<file path="config.mk">
export PLATFORM = sky130hd
export DESIGN_NAME = gbe_seq
export DESIGN_NICKNAME = d
export VERILOG_FILES = /design/src/rtl/glyph_bitmap_expander_top_assert.svh /design/src/rtl/gbe_pkg.sv /design/src/rtl/gbe_seq.sv
export SDC_FILE = /design/constraint.sdc
export NUM_CORES = 1
export LEC_CHECK = 0
export BUFFER_PORTS_ARGS = -buffer_cell sky130_fd_sc_hd__buf_2
export CAP_MARGIN = 5
export CORE_UTILIZATION = 40
export DETAILED_ROUTE_END_ITERATION = 12
export PLACE_DENSITY = 0.63
export SYNTH_ARGS = -nofsm -noshare
export SYNTH_HDL_FRONTEND = slang
export SYNTH_SLANG_ARGS = --single-unit
</file>
<file path="constraint.sdc">
create_clock -name clk -period 2.49 [get_ports clk]
set_input_delay 0.498 -clock clk [delete_from_list [all_inputs] [get_ports clk]]
set_output_delay 0.498 -clock clk [all_outputs]
set_load 0.02 [all_outputs]
</file>
<file path="src/rtl/glyph_bitmap_expander_top_assert.svh">
// ----------------------------------------------------------------------------
// glyph_bitmap_expander_top_assert.svh
// Assertion macros for the glyph bitmap expander. Each macro expands to one
// labeled concurrent assertion clocked on clk and disabled during rst.
// ----------------------------------------------------------------------------
`ifndef GLYPH_BITMAP_EXPANDER_TOP_ASSERT_SVH
`define GLYPH_BITMAP_EXPANDER_TOP_ASSERT_SVH

// Same-cycle implication: when ante holds, cons holds in that cycle.
`define GBE_ASSERT_IMP(name, ante, cons) \
  name: assert property (@(posedge clk) disable iff (rst) (ante) |-> (cons)) \
    else $error("glyph expander check failed");

// Next-cycle implication: when ante holds, cons holds in the next cycle.
`define GBE_ASSERT_NEXT(name, ante, cons) \
  name: assert property (@(posedge clk) disable iff (rst) (ante) |=> (cons)) \
    else $error("glyph expander check failed");

`endif

</file>
<file path="src/rtl/gbe_pkg.sv">
// ----------------------------------------------------------------------------
// gbe_pkg
// Shared types and constants of the glyph bitmap expander.
// ----------------------------------------------------------------------------
package gbe_pkg;

  // Default sizes.
  localparam int FONT_BYTES_DEF     = 2048;
  localparam int MAX_GLYPH_SIDE_DEF = 8;

  // Fixed field widths.
  localparam int ACT_W      = 1;
  localparam int FADDR_W    = 11;
  localparam int BYTE_W     = 8;
  localparam int CODE_W     = 8;
  localparam int ORIGIN_W   = 8;
  localparam int COORD_W    = 9;
  localparam int COLOR_W    = 16;
  localparam int DIM_W      = 4;
  localparam int ROW_W      = 3;
  localparam int CFG_IDX_W  = 2;
  localparam int CFG_DATA_W = 16;

  // Request actions.
  localparam logic [ACT_W-1:0] ACT_WRITE = 1'b0;
  localparam logic [ACT_W-1:0] ACT_DRAW  = 1'b1;

  // Configuration register indexes.
  typedef enum logic [CFG_IDX_W-1:0] {
    REG_GLYPH_WIDTH      = 2'd0,
    REG_GLYPH_HEIGHT     = 2'd1,
    REG_TEXT_COLOR       = 2'd2,
    REG_BACKGROUND_COLOR = 2'd3
  } cfg_reg_t;

  // Input request.
  typedef struct packed {
    logic [ACT_W-1:0]    action;
    logic [FADDR_W-1:0]  font_address;
    logic [BYTE_W-1:0]   font_byte;
    logic [CODE_W-1:0]   char_code;
    logic [ORIGIN_W-1:0] origin_x;
    logic [ORIGIN_W-1:0] origin_y;
  } req_t;

  // Output pixel.
  typedef struct packed {
    logic [COORD_W-1:0] pixel_x;
    logic [COORD_W-1:0] pixel_y;
    logic [COLOR_W-1:0] color;
    logic               last;
  } pix_t;

  // Per-pixel tag that travels beside a font memory read.
  typedef struct packed {
    logic               valid;
    logic [COORD_W-1:0] x;
    logic [COORD_W-1:0] y;
    logic [ROW_W-1:0]   row;
    logic               last;
  } issue_t;

endpackage

</file>
<file path="src/rtl/gbe_seq.sv">
// ----------------------------------------------------------------------------
// gbe_seq
// Request sequencer: stores font bytes, computes the glyph base address and
// walks the glyph in row-major order, issuing one font read per pixel.
// ----------------------------------------------------------------------------
module gbe_seq #(
  parameter int FONT_BYTES     = gbe_pkg::FONT_BYTES_DEF,
  parameter int MAX_GLYPH_SIDE = gbe_pkg::MAX_GLYPH_SIDE_DEF,
  localparam int AddrW = $clog2(FONT_BYTES)
) (
  input  logic                        clk,
  input  logic                        rst,
  input  logic                        req_valid,
  output logic                        req_ready,
  input  gbe_pkg::req_t               req,
  input  logic [gbe_pkg::DIM_W-1:0]   glyph_width,
  input  logic [gbe_pkg::DIM_W-1:0]   glyph_height,
  input  logic                        issue_ok,
  output gbe_pkg::issue_t             issue,
  output logic [AddrW-1:0]            rd_addr,
  output logic                        wr_en,
  output logic [AddrW-1:0]            wr_addr,
  output logic [gbe_pkg::BYTE_W-1:0]  wr_data
);
  import gbe_pkg::*;

  localparam int CntW  = $clog2(MAX_GLYPH_SIDE + 1);
  localparam int BaseW = AddrW + 2;
  localparam int StepW = $clog2(CODE_W);

  typedef enum logic [2:0] {
    ST_IDLE = 3'b001,
    ST_BASE = 3'b010,
    ST_EMIT = 3'b100
  } state_t;

  state_t              state;
  logic [CntW-1:0]     w_clamp, h_clamp;
  logic [CntW-1:0]     w_eff, h_eff;
  logic [CntW-1:0]     col, row;
  logic [CODE_W-1:0]   code_sh;
  logic [StepW-1:0]    step;
  logic [ORIGIN_W-1:0] ox, oy;
  logic [AddrW-1:0]    base, col_addr, col_addr_inc;
  logic [BaseW-1:0]    dbl;
  logic [AddrW-1:0]    base_next;
  logic                accept, draw_go, issue_fire, col_end, row_end;

  // Clamp the configured sides to the largest glyph.
  assign w_clamp = (glyph_width > DIM_W'(MAX_GLYPH_SIDE)) ?
                   CntW'(MAX_GLYPH_SIDE) : CntW'(glyph_width);
  assign h_clamp = (glyph_height > DIM_W'(MAX_GLYPH_SIDE)) ?
                   CntW'(MAX_GLYPH_SIDE) : CntW'(glyph_height);

  assign req_ready = (state == ST_IDLE);
  assign accept    = req_valid && req_ready;
  assign draw_go   = accept && (req.action == ACT_DRAW) &&
                     (w_clamp != '0) && (h_clamp != '0);

  // Font writes go straight to the memory; addresses past the end are dropped.
  assign wr_en   = accept && (req.action == ACT_WRITE) &&
                   (32'(req.font_address) < FONT_BYTES);
  assign wr_addr = AddrW'(req.font_address);
  assign wr_data = req.font_byte;

  // One shift-add step of code*width modulo the store size, MSB of code first.
  always_comb begin
    dbl = BaseW'({base, 1'b0}) + (code_sh[CODE_W-1] ? BaseW'(w_eff) : '0);
    if (dbl >= BaseW'(2 * FONT_BYTES)) begin
      base_next = AddrW'(dbl - BaseW'(2 * FONT_BYTES));
    end else if (dbl >= BaseW'(FONT_BYTES)) begin
      base_next = AddrW'(dbl - BaseW'(FONT_BYTES));
    end else begin
      base_next = AddrW'(dbl);
    end
  end

  // Column address step with wrap at the end of the store.
  assign col_addr_inc = (col_addr == AddrW'(FONT_BYTES - 1)) ? '0 : AddrW'(col_addr + 1'b1);

  assign issue_fire = (state == ST_EMIT) && issue_ok;
  assign col_end    = (col == CntW'(w_eff - 1'b1));
  assign row_end    = (row == CntW'(h_eff - 1'b1));

  // Read request and pixel tag.
  always_comb begin
    issue.valid = issue_fire;
    issue.x     = COORD_W'(ox) + COORD_W'(col);
    issue.y     = COORD_W'(oy) + COORD_W'(row);
    issue.row   = ROW_W'(row);
    issue.last  = col_end && row_end;
  end
  assign rd_addr = col_addr;

  // Control state.
  always_ff @(posedge clk) begin
    if (rst) begin
      state <= ST_IDLE;
    end else begin
      unique case (state)
        ST_IDLE: begin
          if (draw_go) begin
            state <= ST_BASE;
          end
        end
        ST_BASE: begin
          if (step == StepW'(CODE_W - 1)) begin
            state <= ST_EMIT;
          end
        end
        ST_EMIT: begin
          if (issue_fire && col_end && row_end) begin
            state <= ST_IDLE;
          end
        end
        default: state <= ST_IDLE;
      endcase
    end
  end

  // Draw context, base address and counters.
  always_ff @(posedge clk) begin
    if (draw_go) begin
      w_eff   <= w_clamp;
      h_eff   <= h_clamp;
      code_sh <= req.char_code;
      ox      <= req.origin_x;
      oy      <= req.origin_y;
      base    <= '0;
      step    <= '0;
    end else if (state == ST_BASE) begin
      base     <= base_next;
      code_sh  <= {code_sh[CODE_W-2:0], 1'b0};
      step     <= StepW'(step + 1'b1);
      col_addr <= base_next;
      col      <= '0;
      row      <= '0;
    end else if (issue_fire) begin
      if (col_end) begin
        col      <= '0;
        col_addr <= base;
        row      <= CntW'(row + 1'b1);
      end else begin
        col      <= CntW'(col + 1'b1);
        col_addr <= col_addr_inc;
      end
    end
  end

endmodule

</file>
==> results.md <==
- Hold Vio Cnt, Final: 0
- Mean Syn Cell Area: between 10 and 15 um^2
- Global Route Usage Sum: approximately 16%
- Register-to-Register Path Depth: 9
- Antenna violations before repair: 0
- Cells taking the most area after synthesis: edfxtp_1 (40%), dfxtp_1 (8.9%), xnor2_1 (6.6%)
- Via count of the first global-routing pass: 2602
- Post-DP HPWL: between 5000 and 6000 um
- Die boundary height: roughly 100 um
- Required time at the endpoint of the critical path: 1990 ps
- Number of flip-flops and latches in the synthesized netlist: 68
- Violations in the final reports: negative setup slack
- Share of power burned in combinational logic: around a tenth
- TritonCTS clock tree: built
- Number of library cell types mapped by synthesis: between 40 and 50
- Total Power Consumption: 2.53 mW
- P_int: 1.96 mW
- Worst hold path type: in -> reg
- Clock power frac: a little under 40%
- Type of destination of the critical path: output port
- CTS H-tree depth: 3
- Power density of the placed cells: 552 nW/um^2
- Congestion Overflow GR: 0
- Gate count after technology mapping: between 300 and 400
- Pin count of the biggest net entering global routing: 22
- Wire length after detailed routing: 7610 um
- Number of stages on the worst hold path: 1
- Clk sink count: approximately 70
- Initial cell density of the core: between 40% and 50%
- Switching power summed over all nets: roughly 0.57 mW
- Count of yosys warnings during synthesis: 0
- Number of buffers added to fix hold violations after cts: 0
- Max Clock Freq: 396 MHz
- Clock latency reported for the late side of the worst-skew pair: between 300 and 400 ps
- Final standard cell area without fillers: about 4600 um^2
- Total CTS buffers: 9
- Routed length per placed instance: between 10 and 15 um
- Leakage power: approximately 1.9 nW
- Part of the Yosys area used for sequential elements: about half
- Drt first pass iters: 4
- Area overhead of the layout relative to synthesis: 19.4%
- Largest fanout on the critical path: 3
- Row count: 35
- Summed instance area of the synthesized netlist: 3840 um^2
- Via count: roughly 2700
- Register-to-register setup slack: ~290 ps
- Average vias per placed instance: about 4.9
- Net count of the finished layout: 500
- Source of the worst hold timing path: req[9]
- Die ar.: 9990 um^2
- Post-placement setup slack: around 140 ps
- R2r startpoint: code_sh[7]$_DFFE_PP_
- Arrival time reported for the critical path endpoint: just over 2000 ps
- Syn Nets: roughly 430
- Kind of launch point of the worst setup path: flop
- Drt first-iter violations: between 60 and 70
- Placed cell area: 4190 um^2
- Slew headroom: roughly 50%
- Async S/R FF share, synth: 0%
- Endpoint of the most critical register-to-register path: rd_addr[9]$_DFFE_PP_
- Setup repair after global routing missed its margin: true
- Max VDD drop: 299 uV
- Yosys top cell area share: between 30% and 40%
- Share of layout cells above drive strength 1: 30.1%
- Relative contribution of sequential cells to total power: between 50% and 60%
- Max-capacitance violation count: 0
- Buffer type at the clock tree root: clkbuf_8
- Worst Tran Pin Value: 750 ps
- Cell taking the most area after synthesis: edfxtp_1
- Number of top-level pins: 111
- Utilization of the core after routing: 49.3%
- Final worst-path cycle share: 101%
- Hold Slack: ~330 ps
- Worst Hold Path EP: ox[1]$_DFFE_PP_
- Count of input and output buffers: 72
- Final-report max-slew violation count: 0
- Core outline area: roughly 9300 um^2
- Routability Congestion: 0.840
- Total inserted antenna cells: 0
- Leading cell types in the layout, fill and taps excluded: buf_2 (65), edfxtp_1 (51), buf_4 (29)
- Primary flip-flop cell chosen by synthesis mapping: edfxtp_1
- Result of the run: finished with violations
- Worst Path Class, Setup: reg -> out
- Final worst path period need: around 2500 ps
- Most common cell after layout, fill and taps aside: buf_2
- Final ANT Viol Nets: 0
- Post-route clock skew: 10.9 ps
- Clock transition at the register clock pins on the worst setup and hold paths after CTS: about 70 ps
- Number of flops mapped to enable cells by yosys: slightly above 50
- Width of the die: around 100 um
- Switching share of power: approximately 23%
- Slack of the critical path: -35.6 ps
- Number of buffers on the longest clock path: 2
- Setup-violating endpoint count in the final report: 4
- Wire length of the first global-routing pass: 12200 um
- DR DRC count: 0
repair_timing:
action	CTS	global route
setup buffers	10	5
resized for setup	15	11
hold endpoints to repair	0	0
pin swaps	10	12
endpoints found under the setup margin	10	10
flip-flops by register name, indices dropped and copies added, names as in the netlist, 8 cells and up:
name,count
ox,8
rd_addr,11
oy,8
base,11
code_sh,8
final cells by class:
type	count	area, um^2
fillers	888	4700
flip-flops and latches	68	1870
multi-input cells	229	1700
repair buffers	95	554
well taps	129	161
clock buffers	11	141
clock inverters	5	75.1
inverters	20	75.1
synthesized netlist by cell type, types with 4 or more instances:
| master | n |
|---|---|
| ha_1 | 18 |
| and3_1 | 4 |
| o21ai_0 | 8 |
| xnor2_1 | 29 |
| nor2_1 | 22 |
| a21oi_1 | 15 |
| inv_1 | 20 |
| and2_1 | 7 |
| nand2b_1 | 4 |
| mux2_1 | 6 |
| nand3_1 | 8 |
| clkbuf_1 | 4 |
| o221ai_1 | 7 |
| nor2b_1 | 12 |
| edfxtp_1 | 51 |
| nand2_1 | 28 |
| nor3_1 | 7 |
| xor2_1 | 16 |
| buf_4 | 24 |
| nand4_1 | 4 |
| dfxtp_1 | 17 |
kinds of logic after synthesis:
kind of cell    count (synthesis)  synth area share (%)
buf+inv                        52                  7.86
compound gates                 44                  7.76
mux                             9                  2.58
simple gates                  110                  15.3
fa+ha+maj                      21                  7.44
flops                          68                  48.8
xor+xnor                       45                  10.3
worst max path at each step:
stage / endpoint / cells after the start / start
global placement: issue[19] / 9 / col[0]$_SDFFCE_PP0P_
CTS: issue[19] / 9 / col[0]$_SDFFCE_PP0P_
floorplan: issue[10] / 8 / row[0]$_SDFFCE_PP0P_
global route: issue[8] / 9 / row[0]$_SDFFCE_PP0P_
detailed placement: issue[9] / 7 / row[1]$_SDFFCE_PP0P_
finish: issue[20] / 7 / col[1]$_SDFFCE_PP0P_
stage by stage:
step / TNS [ps] / instances
after CTS: -47.6 / 552
final: -70.1 / 557
after global placement: 0 / 526
after global routing: -966 / 557
after detailed placement: 0 / 526
after floorplan: 0 / 349
layer usage:
layer	GRT usage, %	share of wire, %
met1	20.6	46
met2	25.4	49
met3	2.99	3.9
met4	7.35	1.9
met5	0	0
power by group through the flow:
stage | clock, mW | sequential [mW] | combinational (mW)
after detailed placement | 0 | 1.30 | 0.234
after global routing | 1.06 | 1.28 | 0.278
final | 0.998 | 1.28 | 0.253
after CTS | 1.01 | 1.28 | 0.244
after global placement | 0 | 1.30 | 0.230
after floorplan | 0 | 1.30 | 0.201
critical path: stages, from the launching register on:
cell and delay, ps:
edfxtp_1 430, ha_1 320, a21o_1 180, a21oi_2 170, nor2b_2 70, o2111ai_2 200
xnor2_1 150, buf_4 170
Note: power is estimated with default switching activity, not from simulation.
