[config.mk]
export PLATFORM = sky130hd
export DESIGN_NAME = gbe_pix_out
export DESIGN_NICKNAME = d
export VERILOG_FILES = /design/src/rtl/glyph_bitmap_expander_top_assert.svh /design/src/rtl/gbe_pkg.sv /design/src/rtl/gbe_pix_out.sv
export SDC_FILE = /design/constraint.sdc
export NUM_CORES = 1
export LEC_CHECK = 0
export ABC_AREA = 1
export ABC_CLOCK_PERIOD_IN_PS = 2940
export BUFFER_PORTS_ARGS = -buffer_cell sky130_fd_sc_hd__buf_2
export CORE_UTILIZATION = 45
export CTS_CLUSTER_SIZE = 14
export DETAILED_ROUTE_END_ITERATION = 12
export MAX_ROUTING_LAYER = met4
export PLACE_DENSITY = 0.88
export SYNTH_ARGS = -nofsm -noshare
export SYNTH_HDL_FRONTEND = slang
export SYNTH_SLANG_ARGS = --single-unit
[constraint.sdc]
create_clock -name clk -period 2.94 [get_ports clk]
set_clock_uncertainty 0.15 [all_clocks]
set_input_delay 0.294 -clock clk [delete_from_list [all_inputs] [get_ports clk]]
set_output_delay 0.294 -clock clk [all_outputs]
set_load 0.05 [all_outputs]
[src/rtl/glyph_bitmap_expander_top_assert.svh]
// ----------------------------------------------------------------------------
// glyph_bitmap_expander_top_assert.svh
// Assertion macros for the glyph bitmap expander. Each macro expands to one
// labeled concurrent assertion clocked on clk and disabled during rst.
// ----------------------------------------------------------------------------
`ifndef GLYPH_BITMAP_EXPANDER_TOP_ASSERT_SVH
`define GLYPH_BITMAP_EXPANDER_TOP_ASSERT_SVH

// Same-cycle implication: when ante holds, cons holds in that cycle.
`define GBE_ASSERT_IMP(name, ante, cons) \
  name: assert property (@(posedge clk) disable iff (rst) (ante) |-> (cons)) \
    else $error("glyph expander check failed");

// Next-cycle implication: when ante holds, cons holds in the next cycle.
`define GBE_ASSERT_NEXT(name, ante, cons) \
  name: assert property (@(posedge clk) disable iff (rst) (ante) |=> (cons)) \
    else $error("glyph expander check failed");

`endif

[src/rtl/gbe_pkg.sv]
// ----------------------------------------------------------------------------
// gbe_pkg
// Shared types and constants of the glyph bitmap expander.
// ----------------------------------------------------------------------------
package gbe_pkg;

  // Default sizes.
  localparam int FONT_BYTES_DEF     = 2048;
  localparam int MAX_GLYPH_SIDE_DEF = 8;

  // Fixed field widths.
  localparam int ACT_W      = 1;
  localparam int FADDR_W    = 11;
  localparam int BYTE_W     = 8;
  localparam int CODE_W     = 8;
  localparam int ORIGIN_W   = 8;
  localparam int COORD_W    = 9;
  localparam int COLOR_W    = 16;
  localparam int DIM_W      = 4;
  localparam int ROW_W      = 3;
  localparam int CFG_IDX_W  = 2;
  localparam int CFG_DATA_W = 16;

  // Request actions.
  localparam logic [ACT_W-1:0] ACT_WRITE = 1'b0;
  localparam logic [ACT_W-1:0] ACT_DRAW  = 1'b1;

  // Configuration register indexes.
  typedef enum logic [CFG_IDX_W-1:0] {
    REG_GLYPH_WIDTH      = 2'd0,
    REG_GLYPH_HEIGHT     = 2'd1,
    REG_TEXT_COLOR       = 2'd2,
    REG_BACKGROUND_COLOR = 2'd3
  } cfg_reg_t;

  // Input request.
  typedef struct packed {
    logic [ACT_W-1:0]    action;
    logic [FADDR_W-1:0]  font_address;
    logic [BYTE_W-1:0]   font_byte;
    logic [CODE_W-1:0]   char_code;
    logic [ORIGIN_W-1:0] origin_x;
    logic [ORIGIN_W-1:0] origin_y;
  } req_t;

  // Output pixel.
  typedef struct packed {
    logic [COORD_W-1:0] pixel_x;
    logic [COORD_W-1:0] pixel_y;
    logic [COLOR_W-1:0] color;
    logic               last;
  } pix_t;

  // Per-pixel tag that travels beside a font memory read.
  typedef struct packed {
    logic               valid;
    logic [COORD_W-1:0] x;
    logic [COORD_W-1:0] y;
    logic [ROW_W-1:0]   row;
    logic               last;
  } issue_t;

endpackage

[src/rtl/gbe_pix_out.sv]
// ----------------------------------------------------------------------------
// gbe_pix_out
// Pixel output stage: holds the tag of the read in flight, picks the glyph
// bit from the returned column byte and registers the pixel for the output.
// ----------------------------------------------------------------------------
module gbe_pix_out (
  input  logic                         clk,
  input  logic                         rst,
  input  gbe_pkg::issue_t              issue,
  output logic                         issue_ok,
  input  logic [gbe_pkg::BYTE_W-1:0]   rd_data,
  input  logic [gbe_pkg::COLOR_W-1:0]  text_color,
  input  logic [gbe_pkg::COLOR_W-1:0]  background_color,
  output logic                         pix_valid,
  input  logic                         pix_ready,
  output gbe_pkg::pix_t                pix
);
  import gbe_pkg::*;

  logic              tag_valid;
  issue_t            tag;
  logic              advance;
  logic [BYTE_W-1:0] shifted;

  // The tag stage moves on when the output register is free or being taken.
  assign advance  = !pix_valid || pix_ready;
  assign issue_ok = !tag_valid || advance;

  // Top row is the MSB of the column byte.
  assign shifted = BYTE_W'(rd_data << tag.row);

  // Valid bits.
  always_ff @(posedge clk) begin
    if (rst) begin
      tag_valid <= 1'b0;
      pix_valid <= 1'b0;
    end else begin
      if (issue.valid) begin
        tag_valid <= 1'b1;
      end else if (advance) begin
        tag_valid <= 1'b0;
      end
      if (advance) begin
        pix_valid <= tag_valid;
      end
    end
  end

  // Payload registers.
  always_ff @(posedge clk) begin
    if (issue.valid) begin
      tag <= issue;
    end
    if (advance && tag_valid) begin
      pix.pixel_x <= tag.x;
      pix.pixel_y <= tag.y;
      pix.color   <= shifted[BYTE_W-1] ? text_color : background_color;
      pix.last    <= tag.last;
    end
  end

endmodule

==> results.md, run 1 <==
- Number of max-cap violations: 0
- Setup TNS: 0 ns
- Asr flop ratio synth: 0%
- Synth Area in Simple Gates: 19.1%
- Syn_area_per_cell: 15.7 sq um
- Instance count on the critical path: 6
- Synth warnings: 0
- P_int: 1.49 mW
- Fin Hold WS: 0.0260 ns
- CP max stage cell: edfxtp_1
- Cts bufs inserted: 9
- Post-route ant nets: 0
- DR vias/cell: 4.37
- CP Max Fanout: 17
- Adder-Cell Fraction of Synth Area: 0%
- Cell count of the worst reg-to-reg path: 6
- Die ar.: 0.00535 sq mm
- Worst r2r src: tag[1]
- Cells after Synth: 145
- Number of global-route vias before repair: 1579
- Register area share after synthesis: 76.8%
- Iter 0 DRT Violations: 65
- CTS tree: yes
- Max Fclk: 574 MHz
- Clk pin slew, worst setup/hold paths: 0.07 ns
- Clock share of power: 33.4%
- Post-synth EDFFs: 57
- Area grow syn2layout: 42.2%
- Worst-case clock buffer depth: 2
- Post-synth cell types: 15
- Row count: 25
- Tot Pwr: 2.02 mW
- Final HPWL DP: 2860 microns
- Crit-path cells: nand2_1, nand3_2, nand3_4, nand2_4, nand2_1, nand2_1
- Top Ports: 103
- Clock sink total: 59
- Post-synthesis compound-gate area fraction: 0.220%
- Synth top cells by count: 57 x edfxtp_1, 21 x nand2_1, 16 x nand3_1
- Final worst slack: 1.20 ns
- Largest family of logic cells by synthesized area: simple AND/OR/NAND/NOR gates
- Worst path most repeated cell: nand2_1
- DRC: 0
- Routed len/inst: 12.2 microns
- Final-report setup violation count: 0
- CP Class: reg -> reg
- Worst path max stage delay: 0.46 ns
- Area of the core: 0.00479 sq mm
- Final hold violation count: 0
- Switching fraction of total power: 26.2%
- Resized cells post-CTS: 0
- Run status: finished, final reports clean
- XOR/XNOR share of the synthesized area: 0%
- Nets@finish: 342
- Post-DP Area: 0.00285 sq mm
- Worst Path Buf+Inv: 0
- CTS root buf: clkbuf_8
- Synth top area cells: edfxtp_1 75%, nand2_4 5.4%, nand3_1 3.5%
- Sequential Power Share: 50.2%
- Critical Path AT: 1.66 ns
- Cell family with most CP delay: simple AND/OR/NAND/NOR gates
- #FFs+latches synth: 59
- Worst skew pair latency: 0.31 ns
- Antenna Cells: 0
- GRT Overall Usage: 17.9%
- Comb power frac: 16.4%
- H-tree depth: 3
- Reg2reg setup slack: 1.20 ns
- Final Cycle Share: 59.3%
- Worst slew pin tran: 0.969 ns
- Share of post-route cells with drive strength above 1: 51.2%
- Hold WC Path Type: in -> reg
- Die Y: 73.2 microns
- Syn Nets: 211
- Initial antenna violation count: 0
- First-pass GRT wire length: 6640 microns
- Die width: 73.2 microns
- Power per cell area: 622 mW/mm^2
- Net Switching: 0.529 mW
- Most frequent cell after synthesis: edfxtp_1
- Count of input and output buffers: 102
- Final WL: 4260 microns
- Initial Util: 47.6%
- Router iterations before antenna repair: 4
- Pleak: 1.46 nW
- Crit path capture: pix[12]
- GRT overflow: 0
- Post-synthesis cell area: 0.00228 sq mm
- Worst EP required: 2.86 ns
- RSZ-0062 raised after global routing: false
- Worst setup startpoint: tag[1]
- Hold Path Depth: 1
- FILL cells: 343
- Via Count: 1521
- Reg-to-Reg End: pix[12]
- Pre-CTS setup slack: 1.19 ns
- Yosys top cell by area: edfxtp_1
- Design Area, Final: 0.00324 sq mm
- Multiplexer share of the synthesized area: 0%
- Max-slew violation count: 0
- Period minus WS final: 1.74 ns
- Crit end category: register
- Slew headroom: 35.2%
- Startpoint types: register
- Worst vdd ir: 0.551 mV
- Ys flop type: edfxtp_1
- Largest net degree at the start of global routing: 36
- Gp weighted congestion: 0.695
- Area share of the largest cell type after synthesis: 75.1%
worst reg2reg max path: stages, from the launching register on:
cell and delay (ns):
edfxtp_1 0.46, nand2_1 0.12, nand3_2 0.10, nand3_4 0.22
nand2_4 0.26, nand2_1 0.13, nand2_1 0.06
area by class of cell:
class	count	area, sq um	area share (%)
sequential	59	1750	54.1
timing repair buffer	123	721	22.2
multi-input combinational	69	448	13.8
clock buffer	10	128	3.94
tap	67	83.8	2.59
clock inverter	6	56.3	1.74
inverter	14	52.6	1.62
per-stage QoR:
step                utilization [%]  instances
floorplan                         -        145
global placement               59.5        311
detailed placement             59.5        311
CTS                            67.7        348
global route                   67.7        348
finish                         67.7        348
routing by layer:
layer | global-route usage, % | part of all wire, %
met1 | 17.2 | 40
met2 | 32.1 | 54
met3 | 6.08 | 4.8
met4 | 8.06 | 1.4
met5 | - | 0
sequential cells by signal, summed over array words and instances (netlist names):
signal and flops:
pix 35, pix_valid 1, tag 22, tag_valid 1
cell families after synthesis:
kind of cell    after synthesis
compound gates                1
buf+inv                      17
flops                        59
simple gates                 68
cells in the final DEF, fill, tap and decap left out:
cell,instances
nor2_1,3
dfxtp_1,2
clkbuf_8,9
nand2_1,21
nand2_4,11
clkinv_2,2
clkinv_4,1
clkinv_1,2
bufinv_16,1
edfxtp_1,57
inv_1,13
nand3_4,2
a21oi_1,1
dlygate4sd3_1,21
nor2_4,1
nand3_1,16
buf_2,102
nand3_2,4
inv_2,1
nand2_2,10
clkbuf_1,1
power by group through the flow:
stage | Sequential [mW] | Combinational (mW) | Clock [mW]
5_1_grt | 1.02 | 0.357 | 0.726
4_1_cts | 1.01 | 0.334 | 0.695
6_report | 1.01 | 0.332 | 0.673
3_3_place_gp | 1.03 | 0.305 | 0
3_5_place_dp | 1.03 | 0.312 | 0
2_1_floorplan | 1.13 | 0.120 | 0
timing repair:
| item | 4_1_cts | 5_1_grt |
|---|---|---|
| hold endpoints to repair | 22 | 0 |
| hold buffers | 21 | 0 |
| setup buffers | 0 | 0 |
worst min-delay path by stage:
| stage | slack, ns | start | endpoint |
|---|---|---|---|
| CTS | 0.003 | issue[21] | tag[21] |
| global route | 0.003 | issue[10] | tag[10] |
| global placement | 0.25 | tag[16] | pix[29] |
| detailed placement | 0.25 | tag[10] | pix[23] |
| floorplan | 0.21 | rst | tag_valid |
| finish | 0.03 | issue[21] | tag[21] |
No activity file was read; power rests on OpenSTA's default activity.
==> run 2: changes to the inputs <==
--- a/config.mk
+++ b/config.mk
@@ -6,13 +6,13 @@
 export NUM_CORES = 1
 export LEC_CHECK = 0
 export ABC_AREA = 1
-export ABC_CLOCK_PERIOD_IN_PS = 2940
+export ABC_CLOCK_PERIOD_IN_PS = 1490
 export BUFFER_PORTS_ARGS = -buffer_cell sky130_fd_sc_hd__buf_2
-export CORE_UTILIZATION = 45
+export CORE_UTILIZATION = 42
 export CTS_CLUSTER_SIZE = 14
 export DETAILED_ROUTE_END_ITERATION = 12
 export MAX_ROUTING_LAYER = met4
-export PLACE_DENSITY = 0.88
+export PLACE_DENSITY = 0.87
 export SYNTH_ARGS = -nofsm -noshare
 export SYNTH_HDL_FRONTEND = slang
 export SYNTH_SLANG_ARGS = --single-unit
==> constraint.sdc (replaced) <==
create_clock -name clk -period 1.49 [get_ports clk]
set_clock_uncertainty 0.15 [all_clocks]
set_input_delay 0.149 -clock clk [delete_from_list [all_inputs] [get_ports clk]]
set_output_delay 0.149 -clock clk [all_outputs]
set_load 0.05 [all_outputs]
==> results.md, run 2 (synthesis results as in run 1) <==
- Most common cell after layout, fill and taps aside: buf_2
- Hold Path Depth: 4
- Reg2reg setup slack: -0.06 ns
- Nets@finish: 380
- Final Cycle Share: 104%
- Slew headroom: 65.4%
- Crit-path cells: inv_2, nand2_1, nand3_2, nand3_4, buf_8, nand3_1, nand2_2
- Setup TNS: -0.539 ns
- Final hold violation count: 0
- Initial antenna violation count: 0
- CP Class: reg -> reg
- Non-filler cells, final: 389
- FILL cells: 335
- Largest regs: pix x35, tag x22
- H-tree depth: 3
- Placed instance count: 318
- Worst Path Buf+Inv: 2
- Max-slew violation count: 0
- Worst skew pair latency: 0.32 ns
- Final core utilization: 72.3%
- Cell count of the worst reg-to-reg path: 7
- Tot Pwr: 4.42 mW
- CTS root buf: clkbuf_8
- Violated checks: setup timing
- Startpoint types: register
- Number of global-route vias before repair: 1760
- Worst-case clock buffer depth: 2
- Worst slew pin tran: 0.519 ns
- Area of the core: 0.00517 sq mm
- Die ar.: 0.00573 sq mm
- Hold EP: tag_valid
- Hold Crit Start: pix_ready
- Most frequent cells in the layout: 101 x buf_2, 57 x edfxtp_1, 55 x dlygate4sd3_1
- Initial Util: 44.1%
- Worst r2r src: tag[1]
- Clk pin slew, worst setup/hold paths: 0.07 ns
- Gp weighted congestion: 0.733
- Top Ports: 103
- GRT Overall Usage: 20.0%
- RSZ-0062 raised after global routing: true
- DR vias/cell: 4.47
- Worst EP required: 1.42 ns
- Worst vdd ir: 0.752 mV
- Largest net degree at the start of global routing: 36
- Iter 0 DRT Violations: 71
- CP Max Fanout: 13
- Count of input and output buffers: 102
- Worst path max stage delay: 0.45 ns
- Power per cell area: 1180 mW/mm^2
- Number of max-cap violations: 0
- Clock sink total: 59
- Routed len/inst: 13.2 microns
- Crit end category: register
- Post-DP Area: 0.00290 sq mm
- Pre-CTS setup slack: -0.0961 ns
- Reg-to-Reg End: pix[2]
- Period minus WS final: 1.55 ns
- Antenna Cells: 0
- Final-report setup violation count: 16
- Router iterations before antenna repair: 4
- Design Area, Final: 0.00374 sq mm
- Final WL: 5140 microns
- Critical Path AT: 1.48 ns
- Run status: finished, violations left
- Cts bufs inserted: 9
- CTS tree: yes
- Row count: 26
- Fin Hold WS: 0.0277 ns
- Via Count: 1738
- Final worst slack: -0.0617 ns
- Area grow syn2layout: 64.0%
- GRT overflow: 0
- Pleak: 1.67 nW
- Biggest register: pix
- Die width: 75.7 microns
- First-pass GRT wire length: 7530 microns
- DRC: 0
- Share of post-route cells with drive strength above 1: 49.8%
- Hold WC Path Type: in -> reg
- Max reg flops: 35
- Final HPWL DP: 2980 microns
- Cell family with most CP delay: flip-flops
- Die Y: 75.7 microns
- Max Fclk: 644 MHz
- CP max stage cell: edfxtp_1
- Post-route ant nets: 0
run 2: layer usage:
| layer | global-route usage (%) | routed length, microns |
|---|---|---|
| met1 | 19.2 | 1860 |
| met2 | 34.5 | 2810 |
| met3 | 5.16 | 248 |
| met4 | 14.6 | 229 |
| met5 | - | 0 |
run 2: where the power goes:
group	internal [mW]	switching (mW)
registers	1.96	0.0334
clock network	1.03	0.603
logic	0.306	0.482
total	3.30	1.12
run 2: worst max path at each step:
stage / from / endpoint / slack, ns / depth (start not counted)
floorplan: pix_valid / pix[0] / -0.10 / 3
global route: tag[1] / pix[6] / -0.12 / 7
finish: tag[1] / pix[2] / -0.06 / 7
global placement: tag[1] / pix[15] / -0.02 / 6
CTS: tag[1] / pix[2] / -0.08 / 7
detailed placement: tag[1] / pix[16] / -0.1 / 6
run 2: area by class of cell:
cell class | count | area (sq um) | area share (%)
Clock buffer | 12 | 155 | 4.15
Clock inverter | 4 | 73.8 | 1.97
Inverter | 14 | 52.6 | 1.41
Multi-Input combinational cell | 69 | 484 | 13.0
Sequential cell | 59 | 1760 | 47.0
Tap cell | 70 | 87.6 | 2.34
Timing Repair Buffer | 161 | 1130 | 30.2
run 2: timing repair:
| item | in CTS | in global routing |
|---|---|---|
| hold endpoints to repair | 40 | 0 |
| resized for setup | 7 | 9 |
| setup buffers | 0 | 0 |
| hold buffers | 55 | 0 |
| setup endpoints to repair | 17 | 18 |
run 2: worst register-to-register path: stages, from the launching register on:
cell	delay, ns
edfxtp_1	0.45
inv_2	0.11
nand2_1	0.06
nand3_2	0.08
nand3_4	0.12
buf_8	0.17
nand3_1	0.11
nand2_2	0.06
